--- src/rtl/gps_link_autobaud_supervisor_defines.svh ---
// Assertion macros shared by the link supervisor RTL.
`ifndef GPS_LINK_AUTOBAUD_SUPERVISOR_DEFINES_SVH
`define GPS_LINK_AUTOBAUD_SUPERVISOR_DEFINES_SVH

`ifndef NO_ASSERTIONS

// Check a property outside reset.
`define GLAS_ASSERT(lbl, clk, rstn, prop) \
  lbl: assert property (@(posedge clk) disable iff (!rstn) prop) \
    else $error("glas assertion failed");

// Check a property at every edge, reset included.
`define GLAS_ASSERT_ALWAYS(lbl, clk, prop) \
  lbl: assert property (@(posedge clk) prop) \
    else $error("glas assertion failed");

`else

`define GLAS_ASSERT(lbl, clk, rstn, prop)
`define GLAS_ASSERT_ALWAYS(lbl, clk, prop)

`endif

`endif

--- src/rtl/glas_pkg.sv ---
// Types, codes and helpers of the GPS link autobaud supervisor.
`timescale 1ns / 1ps
`default_nettype none

package glas_pkg;

  localparam int unsigned TimeW   = 32;
  localparam int unsigned PeriodW = 16;
  localparam int unsigned BaudW   = 3;

  localparam logic [BaudW-1:0]   BaudMax         = 3'd6;
  localparam logic [BaudW-1:0]   BaudUnknownNext = 3'd1;
  localparam logic [BaudW-1:0]   BaudReset       = 3'd1;
  localparam logic [PeriodW-1:0] WatchdogReset   = 16'd5000;
  localparam logic [PeriodW-1:0] InhibitReset    = 16'd3000;
  localparam logic [PeriodW-1:0] TestReset       = 16'd327;

  typedef enum logic [1:0] {
    CMD_NONE   = 2'd0,
    CMD_TEST   = 2'd1,
    CMD_BAUD   = 2'd2,
    CMD_ENABLE = 2'd3
  } cmd_e;

  typedef enum logic [1:0] {
    EDGE_NONE    = 2'd0,
    EDGE_STOPPED = 2'd1,
    EDGE_STARTED = 2'd2
  } edge_e;

  typedef enum logic [1:0] {
    REG_WATCHDOG = 2'd0,
    REG_INHIBIT  = 2'd1,
    REG_TEST     = 2'd2,
    REG_TARGET   = 2'd3
  } cfg_reg_e;

  typedef struct packed {
    logic [TimeW-1:0] now_ms;
    logic             had_message;
    logic             time_msgs_missing;
    logic             fix_msgs_missing;
  } in_t;

  typedef struct packed {
    cmd_e             command;
    logic             set_baud;
    logic [BaudW-1:0] baud_index;
    logic             link_stopped;
    edge_e            link_edge;
  } out_t;

  typedef struct packed {
    logic [PeriodW-1:0] msg_timeout_ms;
    logic [PeriodW-1:0] inhibit_period_ms;
    logic [PeriodW-1:0] test_period_ms;
    logic [BaudW-1:0]   target_baud_index;
  } cfg_t;

  // True once period ms have gone by since stamp, modulo 2^32.
  function automatic logic elapsed(input logic [TimeW-1:0]   now,
                                   input logic [TimeW-1:0]   stamp,
                                   input logic [PeriodW-1:0] period);
    logic [TimeW-1:0] diff;
    diff = now - stamp;
    return diff >= {{(TimeW-PeriodW){1'b0}}, period};
  endfunction

  // Next rate in the search cycle, wrapping from the top index to 0; an unknown index falls back to index 1.
  function automatic logic [BaudW-1:0] step_baud(input logic [BaudW-1:0] b);
    logic [BaudW-1:0] nxt;
    if (b < BaudMax) begin
      nxt = b + 3'd1;
    end else if (b == BaudMax) begin
      nxt = '0;
    end else begin
      nxt = BaudUnknownNext;
    end
    return nxt;
  endfunction

endpackage

`default_nettype wire

--- src/rtl/glas_if.sv ---
// Request channels of the link supervisor: poll input, result and configuration.
`timescale 1ns / 1ps
`default_nettype none

interface glas_in_if;
  logic           valid;
  logic           ready;
  glas_pkg::in_t  data;
  modport source (output valid, output data, input ready);
  modport sink   (input valid, input data, output ready);
endinterface

interface glas_out_if;
  logic           valid;
  logic           ready;
  glas_pkg::out_t data;
  modport source (output valid, output data, input ready);
  modport sink   (input valid, input data, output ready);
endinterface

interface glas_cfg_if;
  logic                 valid;
  logic                 ready;
  glas_pkg::cfg_reg_e   index;
  logic [15:0]          data;
  modport source (output valid, output index, output data, input ready);
  modport sink   (input valid, input index, input data, output ready);
endinterface

`default_nettype wire

--- src/rtl/gps_link_autobaud_supervisor.sv ---
// Top level of the GPS link autobaud supervisor.
// One poll request (time, message flags) yields one result request (command,
// rate change, rate index, link state and edge). Each poll passes a poll
// register and then a result register, so with the output free its result is
// valid from the clock edge after acceptance, and a new poll may be accepted
// every clock cycle. While a result waits to be taken, the poll register holds
// one further poll and then the input stalls until the result is taken.
// Configuration writes are always accepted and take effect on the next cycle;
// write them only while no poll is in flight.
`timescale 1ns / 1ps
`default_nettype none

module gps_link_autobaud_supervisor (
  input  wire logic clk_i,
  input  wire logic rst_ni,
  glas_in_if.sink    in_i,
  glas_out_if.source res_o,
  glas_cfg_if.sink   cfg_i
);

  glas_pkg::cfg_t cfg;

  // Hold the configuration registers
  glas_cfg u_cfg (
    .clk_i  (clk_i),
    .rst_ni (rst_ni),
    .cfg_i  (cfg_i),
    .cfg_o  (cfg)
  );

  // Run the supervisor on each poll
  glas_core u_core (
    .clk_i  (clk_i),
    .rst_ni (rst_ni),
    .cfg_i  (cfg),
    .in_i   (in_i),
    .res_o  (res_o)
  );

endmodule

`default_nettype wire

--- src/rtl/glas_cfg.sv ---
// Configuration register file of the link supervisor.
`timescale 1ns / 1ps
`default_nettype none
`include "gps_link_autobaud_supervisor_defines.svh"

module glas_cfg (
  input  wire logic    clk_i,
  input  wire logic    rst_ni,
  glas_cfg_if.sink     cfg_i,
  output glas_pkg::cfg_t cfg_o
);

  glas_pkg::cfg_t cfg_q, cfg_d;

  // Always take a write request
  assign cfg_i.ready = 1'b1;

  // Decode the write; saturate the target rate at the top index
  always_comb begin
    cfg_d = cfg_q;
    if (cfg_i.valid) begin
      unique case (cfg_i.index)
        glas_pkg::REG_WATCHDOG: cfg_d.msg_timeout_ms    = cfg_i.data;
        glas_pkg::REG_INHIBIT:  cfg_d.inhibit_period_ms = cfg_i.data;
        glas_pkg::REG_TEST:     cfg_d.test_period_ms    = cfg_i.data;
        glas_pkg::REG_TARGET: begin
          cfg_d.target_baud_index = (cfg_i.data[2:0] > glas_pkg::BaudMax) ?
                                    glas_pkg::BaudMax : cfg_i.data[2:0];
        end
        default: cfg_d = cfg_q;
      endcase
    end
  end

  always_ff @(posedge clk_i or negedge rst_ni) begin
    if (!rst_ni) begin
      cfg_q.msg_timeout_ms    <= glas_pkg::WatchdogReset;
      cfg_q.inhibit_period_ms <= glas_pkg::InhibitReset;
      cfg_q.test_period_ms    <= glas_pkg::TestReset;
      cfg_q.target_baud_index <= glas_pkg::BaudReset;
    end else begin
      cfg_q <= cfg_d;
    end
  end

  assign cfg_o = cfg_q;

  `GLAS_ASSERT(a_target_sat, clk_i, rst_ni, (cfg_q.target_baud_index <= glas_pkg::BaudMax))

endmodule

`default_nettype wire

--- src/rtl/glas_core.sv ---
// Poll register, supervisor state and result register of the link supervisor.
`timescale 1ns / 1ps
`default_nettype none
`include "gps_link_autobaud_supervisor_defines.svh"

module glas_core (
  input  wire logic      clk_i,
  input  wire logic      rst_ni,
  input  glas_pkg::cfg_t cfg_i,
  glas_in_if.sink        in_i,
  glas_out_if.source     res_o
);

  // Poll register
  logic           in_valid_q, in_valid_d;
  glas_pkg::in_t  in_q, in_d;
  // Result register
  logic           out_valid_q, out_valid_d;
  glas_pkg::out_t out_q, out_d;
  // Supervisor state
  logic [glas_pkg::TimeW-1:0] wd_stamp_q, wd_stamp_d;
  logic [glas_pkg::TimeW-1:0] inh_stamp_q, inh_stamp_d;
  logic [glas_pkg::TimeW-1:0] test_stamp_q, test_stamp_d;
  logic                       was_stopped_q, was_stopped_d;
  logic                       inhibited_q, inhibited_d;
  logic [glas_pkg::BaudW-1:0] baud_q, baud_d;

  logic advance;
  logic step;
  logic stopped;
  logic inhibit_open;

  // The result register frees when empty or taken; the poll register follows
  assign advance     = !out_valid_q || res_o.ready;
  assign step        = in_valid_q && advance;
  assign in_i.ready  = !in_valid_q || advance;
  assign res_o.valid = out_valid_q;
  assign res_o.data  = out_q;

  // Load the poll register
  always_comb begin
    in_valid_d = in_valid_q;
    in_d       = in_q;
    if (in_i.ready) begin
      in_valid_d = in_i.valid;
      in_d       = in_i.data;
    end
  end

  // Work out one poll: watchdog, inhibit window, then at most one action
  always_comb begin
    wd_stamp_d    = wd_stamp_q;
    inh_stamp_d   = inh_stamp_q;
    test_stamp_d  = test_stamp_q;
    was_stopped_d = was_stopped_q;
    inhibited_d   = inhibited_q;
    baud_d        = baud_q;
    out_d         = out_q;
    out_valid_d   = out_valid_q;

    if (in_q.had_message) begin
      wd_stamp_d = in_q.now_ms;
    end
    stopped = glas_pkg::elapsed(in_q.now_ms, wd_stamp_d, cfg_i.msg_timeout_ms);
    inhibit_open = glas_pkg::elapsed(in_q.now_ms, inh_stamp_q, cfg_i.inhibit_period_ms);

    out_d.command      = glas_pkg::CMD_NONE;
    out_d.set_baud     = 1'b0;
    out_d.link_stopped = stopped;
    if (stopped && !was_stopped_q) begin
      out_d.link_edge = glas_pkg::EDGE_STOPPED;
    end else if (!stopped && was_stopped_q) begin
      out_d.link_edge = glas_pkg::EDGE_STARTED;
    end else begin
      out_d.link_edge = glas_pkg::EDGE_NONE;
    end
    was_stopped_d = stopped;
    inhibited_d   = inhibited_q && !inhibit_open;

    priority if (inhibited_d) begin
      if (stopped &&
          glas_pkg::elapsed(in_q.now_ms, test_stamp_q, cfg_i.test_period_ms)) begin
        test_stamp_d  = in_q.now_ms;
        out_d.command = glas_pkg::CMD_TEST;
      end
    end else if (stopped) begin
      inh_stamp_d    = in_q.now_ms;
      inhibited_d    = 1'b1;
      baud_d         = glas_pkg::step_baud(baud_q);
      out_d.set_baud = 1'b1;
      out_d.command  = glas_pkg::CMD_TEST;
    end else if (baud_q != cfg_i.target_baud_index) begin
      inh_stamp_d    = in_q.now_ms;
      inhibited_d    = 1'b1;
      baud_d         = cfg_i.target_baud_index;
      out_d.set_baud = 1'b1;
      out_d.command  = glas_pkg::CMD_BAUD;
    end else if (in_q.time_msgs_missing || in_q.fix_msgs_missing) begin
      inh_stamp_d   = in_q.now_ms;
      inhibited_d   = 1'b1;
      out_d.command = glas_pkg::CMD_ENABLE;
    end else begin
      out_d.command = glas_pkg::CMD_NONE;
    end
    out_d.baud_index = baud_d;

    // Commit only when the poll moves into the result register
    if (!step) begin
      wd_stamp_d    = wd_stamp_q;
      inh_stamp_d   = inh_stamp_q;
      test_stamp_d  = test_stamp_q;
      was_stopped_d = was_stopped_q;
      inhibited_d   = inhibited_q;
      baud_d        = baud_q;
      out_d         = out_q;
    end
    if (advance) begin
      out_valid_d = in_valid_q;
    end
  end

  // Control and state registers
  always_ff @(posedge clk_i or negedge rst_ni) begin
    if (!rst_ni) begin
      in_valid_q    <= 1'b0;
      out_valid_q   <= 1'b0;
      wd_stamp_q    <= '0;
      inh_stamp_q   <= '0;
      test_stamp_q  <= '0;
      was_stopped_q <= 1'b1;
      inhibited_q   <= 1'b1;
      baud_q        <= glas_pkg::BaudReset;
    end else begin
      in_valid_q    <= in_valid_d;
      out_valid_q   <= out_valid_d;
      wd_stamp_q    <= wd_stamp_d;
      inh_stamp_q   <= inh_stamp_d;
      test_stamp_q  <= test_stamp_d;
      was_stopped_q <= was_stopped_d;
      inhibited_q   <= inhibited_d;
      baud_q        <= baud_d;
    end
  end

  // Payload registers
  always_ff @(posedge clk_i) begin
    in_q  <= in_d;
    out_q <= out_d;
  end

  `GLAS_ASSERT(a_setb_cmd, clk_i, rst_ni,
               (out_valid_q && out_q.set_baud |->
                (out_q.command == glas_pkg::CMD_TEST || out_q.command == glas_pkg::CMD_BAUD)))
  `GLAS_ASSERT(a_baud_hold, clk_i, rst_ni, (!step |=> $stable(baud_q)))
  `GLAS_ASSERT(a_edge_match, clk_i, rst_ni,
               (step |=> (out_q.link_stopped == was_stopped_q)))
  `GLAS_ASSERT_ALWAYS(a_baud_range, clk_i, (baud_q <= glas_pkg::BaudMax))

endmodule

`default_nettype wire
--- src/flat_wrapper.sv ---
// flat-port wrapper written by rule: the top's interface ports become plain ports
module gps_link_autobaud_supervisor_flat 
  (clk_i, rst_ni, in_i_valid, in_i_data, in_i_ready, res_o_valid, res_o_data, res_o_ready, cfg_i_valid, cfg_i_index, cfg_i_data, cfg_i_ready);
  glas_in_if in_i_i ();
  glas_out_if res_o_i ();
  glas_cfg_if cfg_i_i ();
  input  wire logic clk_i;
  input  wire logic rst_ni;
  input wire logic [$bits(in_i_i.valid)-1:0] in_i_valid;
  input wire logic [$bits(in_i_i.data)-1:0] in_i_data;
  output wire logic [$bits(in_i_i.ready)-1:0] in_i_ready;
  output wire logic [$bits(res_o_i.valid)-1:0] res_o_valid;
  output wire logic [$bits(res_o_i.data)-1:0] res_o_data;
  input wire logic [$bits(res_o_i.ready)-1:0] res_o_ready;
  input wire logic [$bits(cfg_i_i.valid)-1:0] cfg_i_valid;
  input wire logic [$bits(cfg_i_i.index)-1:0] cfg_i_index;
  input wire logic [$bits(cfg_i_i.data)-1:0] cfg_i_data;
  output wire logic [$bits(cfg_i_i.ready)-1:0] cfg_i_ready;
  assign in_i_i.valid = in_i_valid;
  assign in_i_i.data = in_i_data;
  assign in_i_ready = in_i_i.ready;
  assign res_o_valid = res_o_i.valid;
  assign res_o_data = res_o_i.data;
  assign res_o_i.ready = res_o_ready;
  assign cfg_i_i.valid = cfg_i_valid;
  assign cfg_i_i.index = cfg_i_index;
  assign cfg_i_i.data = cfg_i_data;
  assign cfg_i_ready = cfg_i_i.ready;
  gps_link_autobaud_supervisor u_core (.clk_i(clk_i), .rst_ni(rst_ni), .in_i(in_i_i), .res_o(res_o_i), .cfg_i(cfg_i_i));
endmodule
--- config.mk ---
export PLATFORM = sky130hd
export DESIGN_NAME = gps_link_autobaud_supervisor_flat
export DESIGN_NICKNAME = d
export VERILOG_FILES = /design/src/rtl/glas_pkg.sv /design/src/rtl/glas_if.sv /design/src/rtl/gps_link_autobaud_supervisor.sv /design/src/rtl/glas_cfg.sv /design/src/rtl/glas_core.sv /design/src/flat_wrapper.sv
export VERILOG_INCLUDE_DIRS = /design/src /design/src/rtl
export SDC_FILE = /design/constraint.sdc
export NUM_CORES = 1
export LEC_CHECK = 0
export ABC_CLOCK_PERIOD_IN_PS = 7200
export BUFFER_PORTS_ARGS = -buffer_cell sky130_fd_sc_hd__buf_2
export CAP_MARGIN = 5
export CORE_ASPECT_RATIO = 1.1
export CORE_UTILIZATION = 36
export CTS_BUF_LIST = sky130_fd_sc_hd__clkbuf_4
export DETAILED_ROUTE_END_ITERATION = 8
export PLACE_DENSITY = 0.52
export SLEW_MARGIN = 20
export SYNTH_ARGS = -nofsm -noshare
export SYNTH_HDL_FRONTEND = slang
export SYNTH_SLANG_ARGS = --single-unit
--- constraint.sdc ---
create_clock -name clk_i -period 7.2 [get_ports clk_i]
set_clock_uncertainty 0.05 [all_clocks]
set_input_delay 1.44 -clock clk_i [delete_from_list [all_inputs] [get_ports clk_i]]
set_output_delay 1.44 -clock clk_i [all_outputs]
set_load 0.01 [all_outputs]
==> results.md <==
- Via density: 5.40
- Internal power: 2410 uW
- Cts bufs inserted: 17
- CTS tree: yes
- Initial Util: 0.367
- Sw Ratio: 0.420
- Clock tree sinks: 198
- Die extent in x: 198 um
- Worst vdd ir: 0.124 mV
- Main synth FF type: dfrtp_1
- DRC viols: 0
- Area delta synth->final: 7.32%
- Die ar.: 43100 um2
- Post-route setup TNS: 0 ns
- Row cnt: 78
- Avg WL per Cell: 18.6 um
- Unrepaired setup endpoints after global routing: false
- CP startpoint kind: register
- Port Buffers: 68
- Yosys top cell by area: dfrtp_1
- Post-CTS setup buffer count: 0
- Final hold viol count: 0
- Met2 Resource Use GR: 0.338
- Pwr Total: 4150 uW
- Status: finished clean
- Sequential fraction of the synthesis area: 0.342
- Die Y-Extent: 218 um
- Slowest CP cell: edfxtp_1
- Syn Area/Cell: 9.36 um2
- Final-stage net count: 1865
- Initial antenna violation count: 1
- GRT met3 Usage: 0.0230
- Count leader, synth: ha_1
- Crit path cell chain: mux2_2 > ha_1 > nor2b_1 > o2111ai_1 > a211oi_1 > nor2_1 > o21ai_0 > a21o_1 > a21oi_1 > xnor2_1 > ha_1 > nand4_1 > nor3_1 > or4_1 > nor4bb_1 > nand4_1 > nor3_1 > nand4_1 > or4_1 > o2111a_2 > mux2_1
- DRT iter0 DRCs: 674
- List of most frequent post-synthesis cells: ha_1 (145), nand2_1 (143), inv_1 (137)
- Met1 GRT Util: 0.256
- Root Driver: clkbuf_4
- Post-CTS Hold Buffers: 0
- Ys async rst share: 0.778
- Critical Path AT: 6.97 ns
- Netlist cell types: 86
- Worst Setup End Kind: register
- Worst skew pair latency: 0.69 ns
- Final ANT Viol Nets: 0
- Flops & latches, synth: 198
- GR peak layer: met2
- Power density over cell area: 254 nW/um2
- Fmax: 155 MHz
- Clk slew on worst S/H paths: 0.17 ns
- Number of global-route vias before repair: 11.9k
- CP max stage delay: 0.83 ns
- Min cycle time layout: 6.45 ns
- Final setup viols: 0
- Initial DRT Pass Iterations: 5
- GR Overflow Total: 0
- Final HPWL DP: 33500 um
- Sequential share of power: 0.353
- DRT Wirelength: 41700 um
- Most frequent CP cell: nand4_1
- Comb pwr share: 0.486
- Slew HR: 0.366
- Synth top area cells: dfrtp_1 (22%), ha_1 (12%), edfxtp_1 (8.7%), mux2_2 (5.4%), a21oi_1 (4.1%)
- Core outline area: 41500 um2
- P_leak: 0.00728 uW
- Worst Path Required: 7.72 ns
- Largest net degree at the start of global routing: 93
- Syn Inst Count: 1626
- Synth top area share: 0.219
- P_sw: 1740 uW
- CP Max Fanout: 32
- Yosys warns: 0
- Layout cell share with drive strength beyond 1: 0.153
- Post-cts resize count: 0
- Buf/Inv on CP: 0
- Power share of the clock group: 0.160
- Synth Cell Area: 15200 um2
- Final Max Tran Viols: 0
- CTS max path bufs: 2
- EDFF count, synth: 44
- Period utilization: 0.896
- Worst-margin pin slew: 0.949 ns
- Syn Nets: 1832
- Total Routing Usage GR: 0.199
- Max Cap Violations: 0
- GP Congestion: 0.917
- Vias: 12.1k
- Global-route wire length before repair: 65500 um
- Worst hold path class: register to register
- CP delay by family, top: simple AND/OR/NAND/NOR gates
- WS Path Type: register to register
- H-tree depth: 4
- Num ports: 70
==> logic make-up after synthesis <==
group	share of synthesized area
AOI/OAI and AO/OA	0.173
xor gates and xnor gates	0.0374
adders and majority gates	0.123
buffers and inverters	0.0549
DFF	0.342
muxes	0.122
other	0.000246
and+or+nand+nor	0.148
==> flip-flops by register name, indices dropped and copies added, names as in the netlist <==
name	flops
u_core.u_cfg.cfg_o	51
u_core.u_core.baud_q	3
u_core.u_core.in_q	35
u_core.u_core.in_valid_q	1
u_core.u_core.inh_stamp_q	32
u_core.u_core.inhibited_q	1
u_core.u_core.res_o.data	9
u_core.u_core.res_o.valid	1
u_core.u_core.test_stamp_q	32
u_core.u_core.was_stopped_q	1
u_core.u_core.wd_stamp_q	32
==> worst reg2reg max path: cells and delay by family (launching register included) <==
family	cells	cell delay (ns)
adders and majority gates	2	0.52
DFF	1	0.83
xor gates and xnor gates	1	0.15
and+or+nand+nor	10	2.30
AOI/OAI and AO/OA	6	1.65
muxes	2	0.86
==> layout by cell type (no fill, tap or decap), drive strengths merged, types with 8 or more instances in the layout <==
cell and count:
a211oi 8, a21o 44, a21oi 126, a31oi 15, and2 10, buf 76
clkbuf 17, dfrtp 133, dfstp 21, edfxtp 44, ha 145, inv 145
mux2 113, mux2i 47, nand2 143, nand2b 27, nand3 34, nand4 38
nor2 72, nor2b 11, nor3 31, nor4 13, o2111ai 8, o21a 21
o21ai 119, o21bai 9, or4 9, xnor2 37, xor2 28
==> metal layers <==
| metal | part of all wire | up-vias |
|---|---|---|
| met5 | 0 | - |
| met4 | 0.032 | 0 |
| met3 | 0.020 | 57 |
| met2 | 0.48 | 186 |
| met1 | 0.47 | 5846 |
| li1 | - | 5979 |
==> area by class of cell <==
| class | instances | area [um2] |
|---|---|---|
| well taps | 560 | 701 |
| flip-flops and latches | 198 | 5200 |
| diodes | 2 | 5.00 |
| multi-input cells | 1229 | 9190 |
| clock inverters | 15 | 186 |
| clock buffers | 17 | 128 |
| inverters | 137 | 514 |
| repair buffers | 76 | 407 |
| fillers | 4266 | 25200 |
==> power by group through the flow <==
| stage | registers (uW) | clock network [uW] | logic, uW |
|---|---|---|---|
| 2_1_floorplan | 1440 | 0 | 1540 |
| 3_3_place_gp | 1490 | 0 | 2000 |
| 3_5_place_dp | 1490 | 0 | 2010 |
| 4_1_cts | 1470 | 701 | 2020 |
| 5_1_grt | 1490 | 738 | 2260 |
| 6_report | 1470 | 665 | 2020 |
==> final timing paths <==
path	startpoint	endpoint	slack (ns)	cells past startpoint
worst max-delay path	u_core.u_core.in_q[2]	u_core.u_core.test_stamp_q[21]	0.75	21
worst min-delay path	u_core.u_core.wd_stamp_q[22]	u_core.u_core.wd_stamp_q[22]	0.45	2
worst max register to register	u_core.u_core.in_q[2]	u_core.u_core.test_stamp_q[21]	0.75	21
worst min register to register	u_core.u_core.wd_stamp_q[22]	u_core.u_core.wd_stamp_q[22]	0.45	2
max in group asynchronous	rst_ni	u_core.u_core.inh_stamp_q[7]	5.00	2
min in group asynchronous	rst_ni	u_core.u_core.in_valid_q	0.74	1
==> metrics by stage <==
step	area (um2)	setup WS [ns]	std cells	hold WS [ns]	utilization
after floorplan	15200	1.45	1626	0.399	-
after global placement	16000	0.839	2200	0.414	0.386
after detailed placement	16000	0.753	2200	0.420	0.386
after CTS	16300	0.682	2232	0.456	0.394
after global routing	16300	0.113	2233	0.472	0.394
final	16300	0.747	2234	0.447	0.394
(Power assumes the default switching activity.)
